[src/rtl/core/dlsp_pkg.sv]
// ----------------------------------------------------------------------------
// dlsp_pkg
// Shared types, constants and microcode table of the duty lookup speed
// controller.
// ----------------------------------------------------------------------------
package dlsp_pkg;

   localparam int unsigned WarmupTicksDefault = 7;

   typedef struct packed {
      logic               operation;
      logic signed [15:0] duty_command;
      logic signed [15:0] measured_velocity;
   } dlsp_req_type;

   typedef struct packed {
      logic signed [15:0] torque_command;
      logic               torque_limited;
   } dlsp_rsp_type;

   localparam logic OP_SET_DUTY = 1'b0;
   localparam logic OP_TICK     = 1'b1;

   typedef enum logic [2:0] {
      CSR_SPEED_GAIN,
      CSR_TORQUE_LIMIT,
      CSR_INVERT_DIRECTION,
      CSR_SPEED_TENTH,
      CSR_SPEED_TWO_TENTHS,
      CSR_SPEED_THREE_TENTHS
   } dlsp_csr_type;

   localparam logic [11:0]        GAIN_RESET        = 12'd896;
   localparam logic [14:0]        LIMIT_RESET       = 15'd4608;
   localparam logic signed [15:0] SPEED_TENTH_RESET = 16'sd1280;
   localparam logic signed [15:0] SPEED_TWO_RESET   = 16'sd2816;
   localparam logic signed [15:0] SPEED_THREE_RESET = 16'sd4352;

   localparam logic signed [15:0] DUTY_ONE     = 16'sd16384;
   localparam logic signed [15:0] DUTY_NEG_ONE = -16'sd16384;
   localparam logic [14:0]        BP1          = 15'd1638;
   localparam logic [14:0]        BP2          = 15'd3277;
   localparam logic [14:0]        BP3          = 15'd4915;
   // ceil(2^38 / spacing), exact for dividends below 2^27
   localparam logic [27:0]        RECIP_NARROW = 28'd167813131;
   localparam logic [27:0]        RECIP_WIDE   = 28'd167710743;
   localparam logic [26:0]        DEN_HALF     = 27'd819;
   localparam logic [30:0]        TQ_HALF      = 31'd128;

   typedef enum logic [2:0] {
      UOP_SELECT,
      UOP_MUL,
      UOP_DIV_INIT,
      UOP_RECIP,
      UOP_TARGET,
      UOP_FINISH
   } dlsp_uop_type;

   typedef enum logic [1:0] {
      BR_SEQ,
      BR_SKIP,
      BR_END
   } dlsp_branch_type;

   typedef logic [2:0] dlsp_upc_type;

   typedef struct packed {
      dlsp_uop_type    uop;
      dlsp_branch_type branch;
      dlsp_upc_type    target;
   } dlsp_uword_type;

   localparam dlsp_upc_type UPC_START  = 3'd0;
   localparam dlsp_upc_type UPC_TARGET = 3'd4;

   function automatic dlsp_uword_type dlsp_ucode(input dlsp_upc_type upc);
      dlsp_uword_type w;
      case (upc)
         3'd0:    w = '{UOP_SELECT,   BR_SKIP, UPC_TARGET};
         3'd1:    w = '{UOP_MUL,      BR_SEQ,  UPC_START};
         3'd2:    w = '{UOP_DIV_INIT, BR_SEQ,  UPC_START};
         3'd3:    w = '{UOP_RECIP,    BR_SEQ,  UPC_START};
         3'd4:    w = '{UOP_TARGET,   BR_SEQ,  UPC_START};
         3'd5:    w = '{UOP_MUL,      BR_SEQ,  UPC_START};
         3'd6:    w = '{UOP_FINISH,   BR_END,  UPC_START};
         default: w = '{UOP_FINISH,   BR_END,  UPC_START};
      endcase
      return w;
   endfunction

endpackage

[src/rtl/core/duty_lookup_speed_p_controller.sv]
// ----------------------------------------------------------------------------
// duty_lookup_speed_p_controller
// Duty-to-speed lookup followed by a proportional speed loop with clamp.
// ----------------------------------------------------------------------------
// A set-duty request and a warm-up tick are absorbed in the cycle they are
// accepted. A control tick after warm-up runs a microprogram: segment
// select, slope multiply, rounding, reciprocal multiply for the fixed
// breakpoint spacing, error, gain multiply and clamp. A duty at or beyond 0.3
// skips the interpolation. Input stalls while the program runs, and its last
// step holds while an earlier response still waits in the output register;
// a finished response waits there while the next request is taken. Config
// writes are always ready.
module duty_lookup_speed_p_controller
   import dlsp_pkg::*;
#(
   parameter int unsigned WARMUP_TICKS = WarmupTicksDefault
) (
   input  logic         clock,
   input  logic         reset,
   input  logic         req_valid,
   output logic         req_stall,
   input  dlsp_req_type req_data,
   output logic         rsp_valid,
   input  logic         rsp_stall,
   output dlsp_rsp_type rsp_data,
   input  logic         csr_valid,
   output logic         csr_ready,
   input  logic [2:0]   csr_index,
   input  logic [15:0]  csr_data
);

   logic               busy_ff, busy_in;
   dlsp_upc_type       upc_ff, upc_in;
   logic               rsp_valid_ff, rsp_valid_in;
   dlsp_rsp_type       rsp_data_ff, rsp_data_in;
   logic [3:0]         warmup_ff, warmup_in;
   logic signed [15:0] duty_ff, duty_in;
   logic [11:0]        gain_ff, gain_in;
   logic [14:0]        limit_ff, limit_in;
   logic               invert_ff, invert_in;
   logic signed [15:0] s1_ff, s1_in, s2_ff, s2_in, s3_ff, s3_in;

   logic signed [15:0] vel_ff, vel_in;
   logic signed [12:0] opa_ff, opa_in;
   logic signed [17:0] opb_ff, opb_in;
   logic signed [30:0] prod_ff, prod_in;
   logic signed [15:0] lo_ff, lo_in;
   logic               neg_ff, neg_in, sat_ff, sat_in, wide_ff, wide_in;
   logic [26:0]        rem_ff, rem_in;
   logic [15:0]        quot_ff, quot_in;
   logic               qneg_ff, qneg_in;

   dlsp_uword_type     uword;
   logic signed [15:0] duty_clamped, duty_abs16, seg_hi, seg_lo;
   logic [14:0]        duty_abs, seg_x0;
   logic               seg_wide, duty_sat;
   logic signed [30:0] mul_out;
   logic [30:0]        prod_mag;
   logic [27:0]        recip;
   logic [54:0]        recip_prod;
   logic signed [16:0] q_signed, seg_sum, target;
   logic signed [15:0] speed;
   logic signed [17:0] err;
   logic [30:0]        tq_sum;
   logic [22:0]        tq_abs;
   logic               tq_limited;
   logic [15:0]        tq_mag;

   assign uword     = dlsp_ucode(upc_ff);
   assign req_stall = busy_ff;
   assign rsp_valid = rsp_valid_ff;
   assign rsp_data  = rsp_data_ff;
   assign csr_ready = 1'b1;

   always_comb begin
      if (req_data.duty_command > DUTY_ONE) begin
         duty_clamped = DUTY_ONE;
      end else if (req_data.duty_command < DUTY_NEG_ONE) begin
         duty_clamped = DUTY_NEG_ONE;
      end else begin
         duty_clamped = req_data.duty_command;
      end
   end

   assign duty_abs16 = duty_ff[15] ? -duty_ff : duty_ff;
   assign duty_abs   = duty_abs16[14:0];
   assign duty_sat   = duty_abs >= BP3;

   always_comb begin
      if (duty_abs >= BP2) begin
         seg_x0 = BP2; seg_lo = s2_ff; seg_hi = s3_ff; seg_wide = 1'b0;
      end else if (duty_abs >= BP1) begin
         seg_x0 = BP1; seg_lo = s1_ff; seg_hi = s2_ff; seg_wide = 1'b1;
      end else begin
         seg_x0 = '0; seg_lo = '0; seg_hi = s1_ff; seg_wide = 1'b0;
      end
   end

   assign mul_out    = opa_ff * opb_ff;
   assign prod_mag   = prod_ff[30] ? 31'(-prod_ff) : 31'(prod_ff);
   assign recip      = wide_ff ? RECIP_WIDE : RECIP_NARROW;
   assign recip_prod = 55'(rem_ff) * 55'(recip);

   assign q_signed = qneg_ff ? -$signed({1'b0, quot_ff}) : $signed({1'b0, quot_ff});
   assign seg_sum  = 17'(lo_ff) + q_signed;
   assign speed    = sat_ff ? s3_ff : seg_sum[15:0];
   assign target   = neg_ff ? -17'(speed) : 17'(speed);
   assign err      = 18'(target) - 18'(vel_ff);

   assign tq_sum     = prod_mag + TQ_HALF;
   assign tq_abs     = tq_sum[30:8];
   assign tq_limited = tq_abs > {8'd0, limit_ff};
   assign tq_mag     = tq_limited ? {1'b0, limit_ff} : tq_abs[15:0];

   always_comb begin
      busy_in      = busy_ff;
      upc_in       = upc_ff;
      rsp_valid_in = rsp_valid_ff;
      rsp_data_in  = rsp_data_ff;
      warmup_in    = warmup_ff;
      duty_in      = duty_ff;
      gain_in      = gain_ff;
      limit_in     = limit_ff;
      invert_in    = invert_ff;
      s1_in        = s1_ff;
      s2_in        = s2_ff;
      s3_in        = s3_ff;
      vel_in       = vel_ff;
      opa_in       = opa_ff;
      opb_in       = opb_ff;
      prod_in      = prod_ff;
      lo_in        = lo_ff;
      neg_in       = neg_ff;
      sat_in       = sat_ff;
      wide_in      = wide_ff;
      rem_in       = rem_ff;
      quot_in      = quot_ff;
      qneg_in      = qneg_ff;

      if (csr_valid) begin
         case (csr_index)
            CSR_SPEED_GAIN:         gain_in   = csr_data[11:0];
            CSR_TORQUE_LIMIT:       limit_in  = csr_data[14:0];
            CSR_INVERT_DIRECTION:   invert_in = csr_data[0];
            CSR_SPEED_TENTH:        s1_in     = csr_data;
            CSR_SPEED_TWO_TENTHS:   s2_in     = csr_data;
            CSR_SPEED_THREE_TENTHS: s3_in     = csr_data;
            default: ;
         endcase
      end

      if (rsp_valid_ff && !rsp_stall) begin
         rsp_valid_in = 1'b0;
      end

      if (req_valid && !busy_ff) begin
         if (req_data.operation == OP_SET_DUTY) begin
            duty_in = invert_ff ? -duty_clamped : duty_clamped;
         end else if (warmup_ff < 4'(WARMUP_TICKS)) begin
            warmup_in = warmup_ff + 4'd1;
         end else begin
            busy_in = 1'b1;
            upc_in  = UPC_START;
            vel_in  = req_data.measured_velocity;
         end
      end

      if (busy_ff) begin
         case (uword.uop)
            UOP_SELECT: begin
               neg_in  = duty_ff[15];
               sat_in  = duty_sat;
               wide_in = seg_wide;
               lo_in   = seg_lo;
               opa_in  = $signed({2'b00, 11'(duty_abs - seg_x0)});
               opb_in  = 18'(seg_hi) - 18'(seg_lo);
            end
            UOP_MUL: begin
               prod_in = mul_out;
            end
            UOP_DIV_INIT: begin
               qneg_in = prod_ff[30];
               rem_in  = prod_mag[26:0] + DEN_HALF;
            end
            UOP_RECIP: begin
               quot_in = recip_prod[53:38];
            end
            UOP_TARGET: begin
               opa_in = $signed({1'b0, gain_ff});
               opb_in = err;
            end
            UOP_FINISH: ;
            default: ;
         endcase

         case (uword.branch)
            BR_SEQ: upc_in = upc_ff + 3'd1;
            BR_SKIP: begin
               upc_in = duty_sat ? uword.target : upc_ff + 3'd1;
            end
            BR_END: begin
               if (!rsp_valid_ff || !rsp_stall) begin
                  busy_in                    = 1'b0;
                  rsp_valid_in               = 1'b1;
                  rsp_data_in.torque_command = prod_ff[30] ? -tq_mag : tq_mag;
                  rsp_data_in.torque_limited = tq_limited;
               end
            end
            default: upc_in = UPC_START;
         endcase
      end
   end

   always_ff @(posedge clock) begin
      if (reset) begin
         busy_ff      <= 1'b0;
         upc_ff       <= UPC_START;
         rsp_valid_ff <= 1'b0;
         warmup_ff    <= '0;
         duty_ff      <= '0;
         gain_ff      <= GAIN_RESET;
         limit_ff     <= LIMIT_RESET;
         invert_ff    <= 1'b0;
         s1_ff        <= SPEED_TENTH_RESET;
         s2_ff        <= SPEED_TWO_RESET;
         s3_ff        <= SPEED_THREE_RESET;
      end else begin
         busy_ff      <= busy_in;
         upc_ff       <= upc_in;
         rsp_valid_ff <= rsp_valid_in;
         warmup_ff    <= warmup_in;
         duty_ff      <= duty_in;
         gain_ff      <= gain_in;
         limit_ff     <= limit_in;
         invert_ff    <= invert_in;
         s1_ff        <= s1_in;
         s2_ff        <= s2_in;
         s3_ff        <= s3_in;
      end
   end

   always_ff @(posedge clock) begin
      rsp_data_ff <= rsp_data_in;
      vel_ff      <= vel_in;
      opa_ff      <= opa_in;
      opb_ff      <= opb_in;
      prod_ff     <= prod_in;
      lo_ff       <= lo_in;
      neg_ff      <= neg_in;
      sat_ff      <= sat_in;
      wide_ff     <= wide_in;
      rem_ff      <= rem_in;
      quot_ff     <= quot_in;
      qneg_ff     <= qneg_in;
   end

endmodule

[config.mk]
export PLATFORM = sky130hd
export DESIGN_NAME = duty_lookup_speed_p_controller
export DESIGN_NICKNAME = d
export VERILOG_FILES = /design/src/rtl/core/dlsp_pkg.sv /design/src/rtl/core/duty_lookup_speed_p_controller.sv
export SDC_FILE = /design/constraint.sdc
export NUM_CORES = 2
export LEC_CHECK = 0
export BUFFER_PORTS_ARGS = -buffer_cell sky130_fd_sc_hd__buf_4
export CORE_ASPECT_RATIO = 1.1
export CORE_MARGIN = 2
export CORE_UTILIZATION = 55
export CTS_CLUSTER_DIAMETER = 50
export CTS_CLUSTER_SIZE = 20
export DETAILED_ROUTE_END_ITERATION = 8
export GPL_TIMING_DRIVEN = 0
export PLACE_DENSITY_LB_ADDON = 0.05
export SKIP_CTS_REPAIR_TIMING = 1
export SLEW_MARGIN = 25
export SYNTH_ARGS = -nofsm -noshare
export SYNTH_HDL_FRONTEND = slang
export SYNTH_SLANG_ARGS = --single-unit
export TNS_END_PERCENT = 100
[constraint.sdc]
create_clock -name clock -period 7.7 [get_ports clock]
set_clock_uncertainty 0.2 [all_clocks]
set_input_delay 1.155 -clock clock [delete_from_list [all_inputs] [get_ports clock]]
set_output_delay 1.155 -clock clock [all_outputs]
set_load 0.02 [all_outputs]
**Yosys cells after proc, flatten, opt, wreduce, memory -nomap -nowiden**

Index checks and enable logic that the tools add are counted.

- Flip-flop bits (word level): 259
- Input port bits: 57
- Word-level logic and storage cells: 129

- Add/sub/neg operators: 14
- $mul: 2
- Order comparisons: 7
- Equality and inequality tests: 16
- Mux-type cells: 37
- Bitwise gates (word level): 2
- Reduce and logical (&&, ||, !) cells: 27

Operators with widths:

| cell | count |
|---|---|
| $mux W16 | 11 |
| $mul A27 B28 Y54 | 1 |
| $neg A16 Y16 | 3 |
| $pmux W8 S5 | 1 |
| $pmux W18 S2 | 1 |
| $add A31 B8 Y31 const B | 1 |
| $mul A13 B18 Y31 | 1 |
| $mux W31 | 1 |
| $neg A31 Y31 | 1 |
| $add A27 B10 Y27 const B | 1 |
| $mux W26 | 1 |
| $pmux W13 S2 | 1 |
| $reduce_and A2 Y1 | 12 |
| $gt A23 B15 Y1 | 1 |
| $mux W11 | 2 |
| $eq A3 B2 Y1 const B | 6 |
| $sub A17 B16 Y18 | 1 |
| $mux W17 | 1 |
| $neg A16 Y17 | 1 |
| $sub A16 B16 Y17 | 1 |
| $add A16 B16 Y16 | 1 |
| $gt A16 B16 Y1 const B | 1 |
| $lt A16 B15 Y1 const B | 1 |
| $eq A3 B3 Y1 const B | 5 |
| other kinds (24) | 48 |

**Longest topological paths before layout**

- Depth after elaboration: 8
- Depth in mapped cells: 30
- Gate-level depth less buffers: 29

**Least setup slack after synthesis**

OpenSTA, ideal clock, no wires.

- Path kind: register -> register
- Start point: reg wide_ff
- End point: reg quot_ff[15], data pin
- Data arrival time: 7.349 ns
- Setup slack: -0.109 ns
- Stages on the path, launching flop included: 27
- Period minus slack after synthesis: 7.809 ns
- Cell sequence: edfxtp_1 > clkbuf_1 > clkbuf_1 > and2_1 > inv_1 > fa_1 > inv_1 > fa_1 > inv_1 > fa_1 > inv_1 > fa_1 > fa_1 > fa_1 > inv_1 > fa_1 > inv_1 > ha_1 > and3_1 > nand3_1 > a211o_1 > o31ai_1 > a211oi_1 > o41ai_1 > a21oi_1 > o21bai_1 > xnor2_1

- Cells in the longest elaborated chain, start to end: 2

Ends and longest elaborated chain:

| item | RTL line | text |
|---|---|---|
| from (decl) | duty_lookup_speed_p_controller.sv:48 | `logic neg_ff, neg_in, sat_ff, sat_in, wide_ff, wide_in;` |
| from (signal assigned) | duty_lookup_speed_p_controller.sv:251 | `wide_ff <= wide_in;` |
| $mux W26 | duty_lookup_speed_p_controller.sv:101 | `assign recip = wide_ff ? RECIP_WIDE : RECIP_NARROW;` |
| $mul A27 B28 Y54 | duty_lookup_speed_p_controller.sv:102 | `assign recip_prod = 55'(rem_ff) * 55'(recip);` |
| net recip_prod[53] | duty_lookup_speed_p_controller.sv:60 | `logic [54:0] recip_prod;` |
| to (signal assigned) | duty_lookup_speed_p_controller.sv:253 | `quot_ff <= quot_in;` |
| to (decl) | duty_lookup_speed_p_controller.sv:50 | `logic [15:0] quot_ff, quot_in;` |

The timed path passes the listed nets, and every way through them passes these cells.
A chain may end at the register's enable or synchronous reset.

**Worst setup path in the final report**

Same ends and word-level chain as after synthesis.

==> impl_metrics.csv <==
group,metric,value,unit
run_status,status,"finished with violations",
run_status,violations,"setup timing",
layout,drive_gt1_share,8.19,%
floorplanning,floorplan.die.height,277,um
pwr,powerDensity,111,nW/um^2
layout,fin_util,61.3,%
clock_tree,clock_latency,0.63,ns
critical_path,cp_max_fo,8,
floorplanning,core_area,67400,sq um
logic_synthesis,yosys.area_share.simple,14.3,%
layout,fill_cells,6008,
pwr,clkPwrFrac,33.6,%
global_routing,grt_usage,28.8,%
clock_tree,htreeDepth,1,
logic_synthesis,synth-compound-area-share,9.70,%
pwr,p_leak,19.6,nW
floorplanning,pin_count,77,
logic_synthesis,synth.distinct_cells,85,
logic_synthesis,ys_seq_area_share,18.0,%
sta,fmax,129,MHz
clock_tree,cts_tree,"built",
clock_tree,numCtsBuffers,31,
drt,totalWireLength,99.0,mm
clock_tree,clock-sinks,258,
placement,place_ws,-2.16,ns
floorplanning,rows,100,
logic_synthesis,synth-xor-area-share,5.18,%
critical_path,crit_required,7.87,ns
floorplanning,initial_core_util,55.5,%
critical_path,critPathKind,"reg2reg",
logic_synthesis,muxShareOfSynthArea,0.405,%
sta,rsz0062_at_grt,"yes",
pwr,power,0.00459,W
logic_synthesis,yosysTopAreaCell,"fa_1",
sta,fin_crit,7.75,ns
placement,dpl.hpwl,83.2,mm
job,drv.max_cap_violation_count,0,
clock_tree,clk_pin_slew_worst_paths,0.06,ns
sta,fin_ws,-0.0504,ns
global_routing,grt_pass1_vias,28300,
logic_synthesis,netlist_top_cells_area,"fa_1, ha_1, edfxtp_1",
logic_synthesis,synthAdderAreaFrac,42.6,%
drt,wl_per_cell,19.0,um
critical_path,worstPathArrival,7.92,ns
layout,regArea,6740,sq um
pwr,pwr-share-comb,33.0,%
global_routing,antenna_found_initial,0,
logic_synthesis,synthArstFlopShare,0,%
pwr,p_seq_share,33.4,%
sta,setup_viol,2,
logic_synthesis,yosysMostFrequentCell,"inv_1",
drt,postRouteAntennaNets,0,
floorplanning,die-area,70100,sq um
layout,nNetsFinal,5330,
logic_synthesis,ys_ff_latch,258,
logic_synthesis,syn_inst,4102,
pwr,p_sw,0.00161,W
drt,first_pass_iters,7,
clock_tree,cts-root-buf,"clkbuf_16",
floorplanning,die-width,253,um
critical_path,end_kind,"register",
sta,period_share,101,%
logic_synthesis,ys_warn_count,0,
sta,hold_viol_final,0,
logic_synthesis,synth_edf_count,157,
global_routing,grt_pass1_wl,156,mm
pwr,internal_power,0.00298,W
logic_synthesis,avgSynthCellArea,9.12,sq um
sta,relSlewSlack,34.6,%
logic_synthesis,synth_top_area_share,27.8,%
drt,vias,28300,
global_routing,overflow,0,
critical_path,cp-start-kind,"register",
min_path,hold_path.class,"reg2reg",
sta,whs,0.258,ns
layout,multi_input_area,27700,sq um
logic_synthesis,ys.flop_type,"edfxtp_1",
logic_synthesis,ys_top_cells_by_count,"inv_1, fa_1, nand2_1, ha_1, a21oi_1",
logic_synthesis,syn-cell-area,37400,sq um
pwr,vdd_drop_max,214,uV
pwr,power.share.switching,35.1,%
sta,finalMaxSlewViolations,0,
sta,worstMarginPinSlew,0.973,ns
clock_tree,clockBufferDepth,3,
logic_synthesis,synth_top_family_by_area,"adder cells",
placement,io_buffers,74,
layout,syn2layout_area_growth,10.6,%
sta,fin_tns_setup,-0.0725,ns
drt,drtIter0Drc,1893,
placement,finalWeightedCongestion,0.977,
global_routing,grt_max_degree,32,
drt,viasPerCell,5.43,
drt,drc_errors,0,
[cell families (layout without fill, tap and decap cells)]
logic type	count (synthesis)	after routing
AOI/OAI and AO/OA	569	569
xor gates and xnor gates	221	221
adders and majority gates	961	961
buffers and inverters	966	1161
DFF	258	258
muxes	15	15
other	2	43
and+or+nand+nor	1110	1110
[layout by cell type, fill, tap and decap left out, types with 18 or more instances in the layout]
master     instances
inv_1            814
fa_1             502
nand2_1          443
ha_1             434
a21oi_1          177
nor2_1           176
edfxtp_1         157
and2_1           147
xnor2_1          146
buf_4            139
o21ai_0          116
clkbuf_1         106
dfxtp_1          101
xor2_1            68
nand3_1           56
conb_1            42
nand2b_1          41
nor3_1            38
a21o_1            35
o31ai_1           34
nor2b_1           32
clkbuf_16         32
a211oi_1          31
or3_1             28
inv_2             22
o22ai_1           21
and3_1            20
nand4_1           20
o21a_1            19
fa_2              18
[flip-flops by register name (all words and copies together), names as in the netlist, 3 cells and up]
signal     cells
prod_ff       31
rem_ff        27
opb_ff        18
rsp_data      17
duty_ff       16
lo_ff         16
quot_ff       16
s1_ff         16
s2_ff         16
s3_ff         16
vel_ff        16
limit_ff      15
gain_ff       12
opa_ff        12
warmup_ff      4
upc_ff         3
[worst paths after layout]
path | from | endpoint | slack [ns] | depth (start not counted)
worst max-delay path | wide_ff | quot_ff[15] | -0.05 | 26
worst min-delay path | limit_ff[7] | limit_ff[7] | 0.26 | 2
worst max register to register | wide_ff | quot_ff[15] | -0.05 | 26
worst min register to register | limit_ff[7] | limit_ff[7] | 0.26 | 2
[final cells by class]
type | count | area share, %
timing repair buffer | 139 | 2.55
sequential | 258 | 16.3
clock buffer | 34 | 1.95
inverter | 842 | 7.70
tap | 867 | 2.62
multi-input combinational | 2918 | 66.9
clock inverter | 24 | 0.662
buffer | 122 | 1.32
antenna | 1 | 0.00605
[routing by layer]
| metal | part of all wire [%] | global-route usage [%] |
|---|---|---|
| met1 | 42 | 38.1 |
| met2 | 48 | 48.8 |
| met3 | 5.2 | 2.96 |
| met4 | 4.5 | 10.9 |
| met5 | 0 | 0 |
[critical path: stages, from the launching register on]
cell and delay (ns):
edfxtp_1 0.50, buf_6 0.22, buf_12 0.17, and2_4 0.18, inv_4 0.04, fa_2 0.62
inv_4 0.06, fa_1 0.53, inv_2 0.06, fa_1 0.48, inv_1 0.05, fa_1 0.46
fa_1 0.52, fa_1 0.52, inv_1 0.05, fa_1 0.50, inv_2 0.05, ha_4 0.26
and3_4 0.20, nand3_4 0.08, a211o_1 0.31, o31ai_4 0.51, a211oi_4 0.16, o41ai_4 0.34
a21oi_2 0.12, o21bai_1 0.20, xnor2_1 0.10
[through the flow]
stage / std cells / cell area [sq um]
detailed placement: 5086 / 39200
global placement: 5083 / 39200
CTS: 5144 / 40300
finish: 5205 / 41400
global route: 5204 / 41400
floorplan: 4142 / 37600
[power groups by stage]
stage / Sequential [W] / Combinational (W) / Clock (W)
2_1_floorplan: 0.00156 / 0.000928 / 0
3_3_place_gp: 0.00156 / 0.00135 / 0
3_5_place_dp: 0.00156 / 0.00135 / 0
4_1_cts: 0.00153 / 0.00137 / 0.00157
5_1_grt: 0.00153 / 0.00168 / 0.00162
6_report: 0.00153 / 0.00151 / 0.00154
No activity file was read; power rests on OpenSTA's default activity.
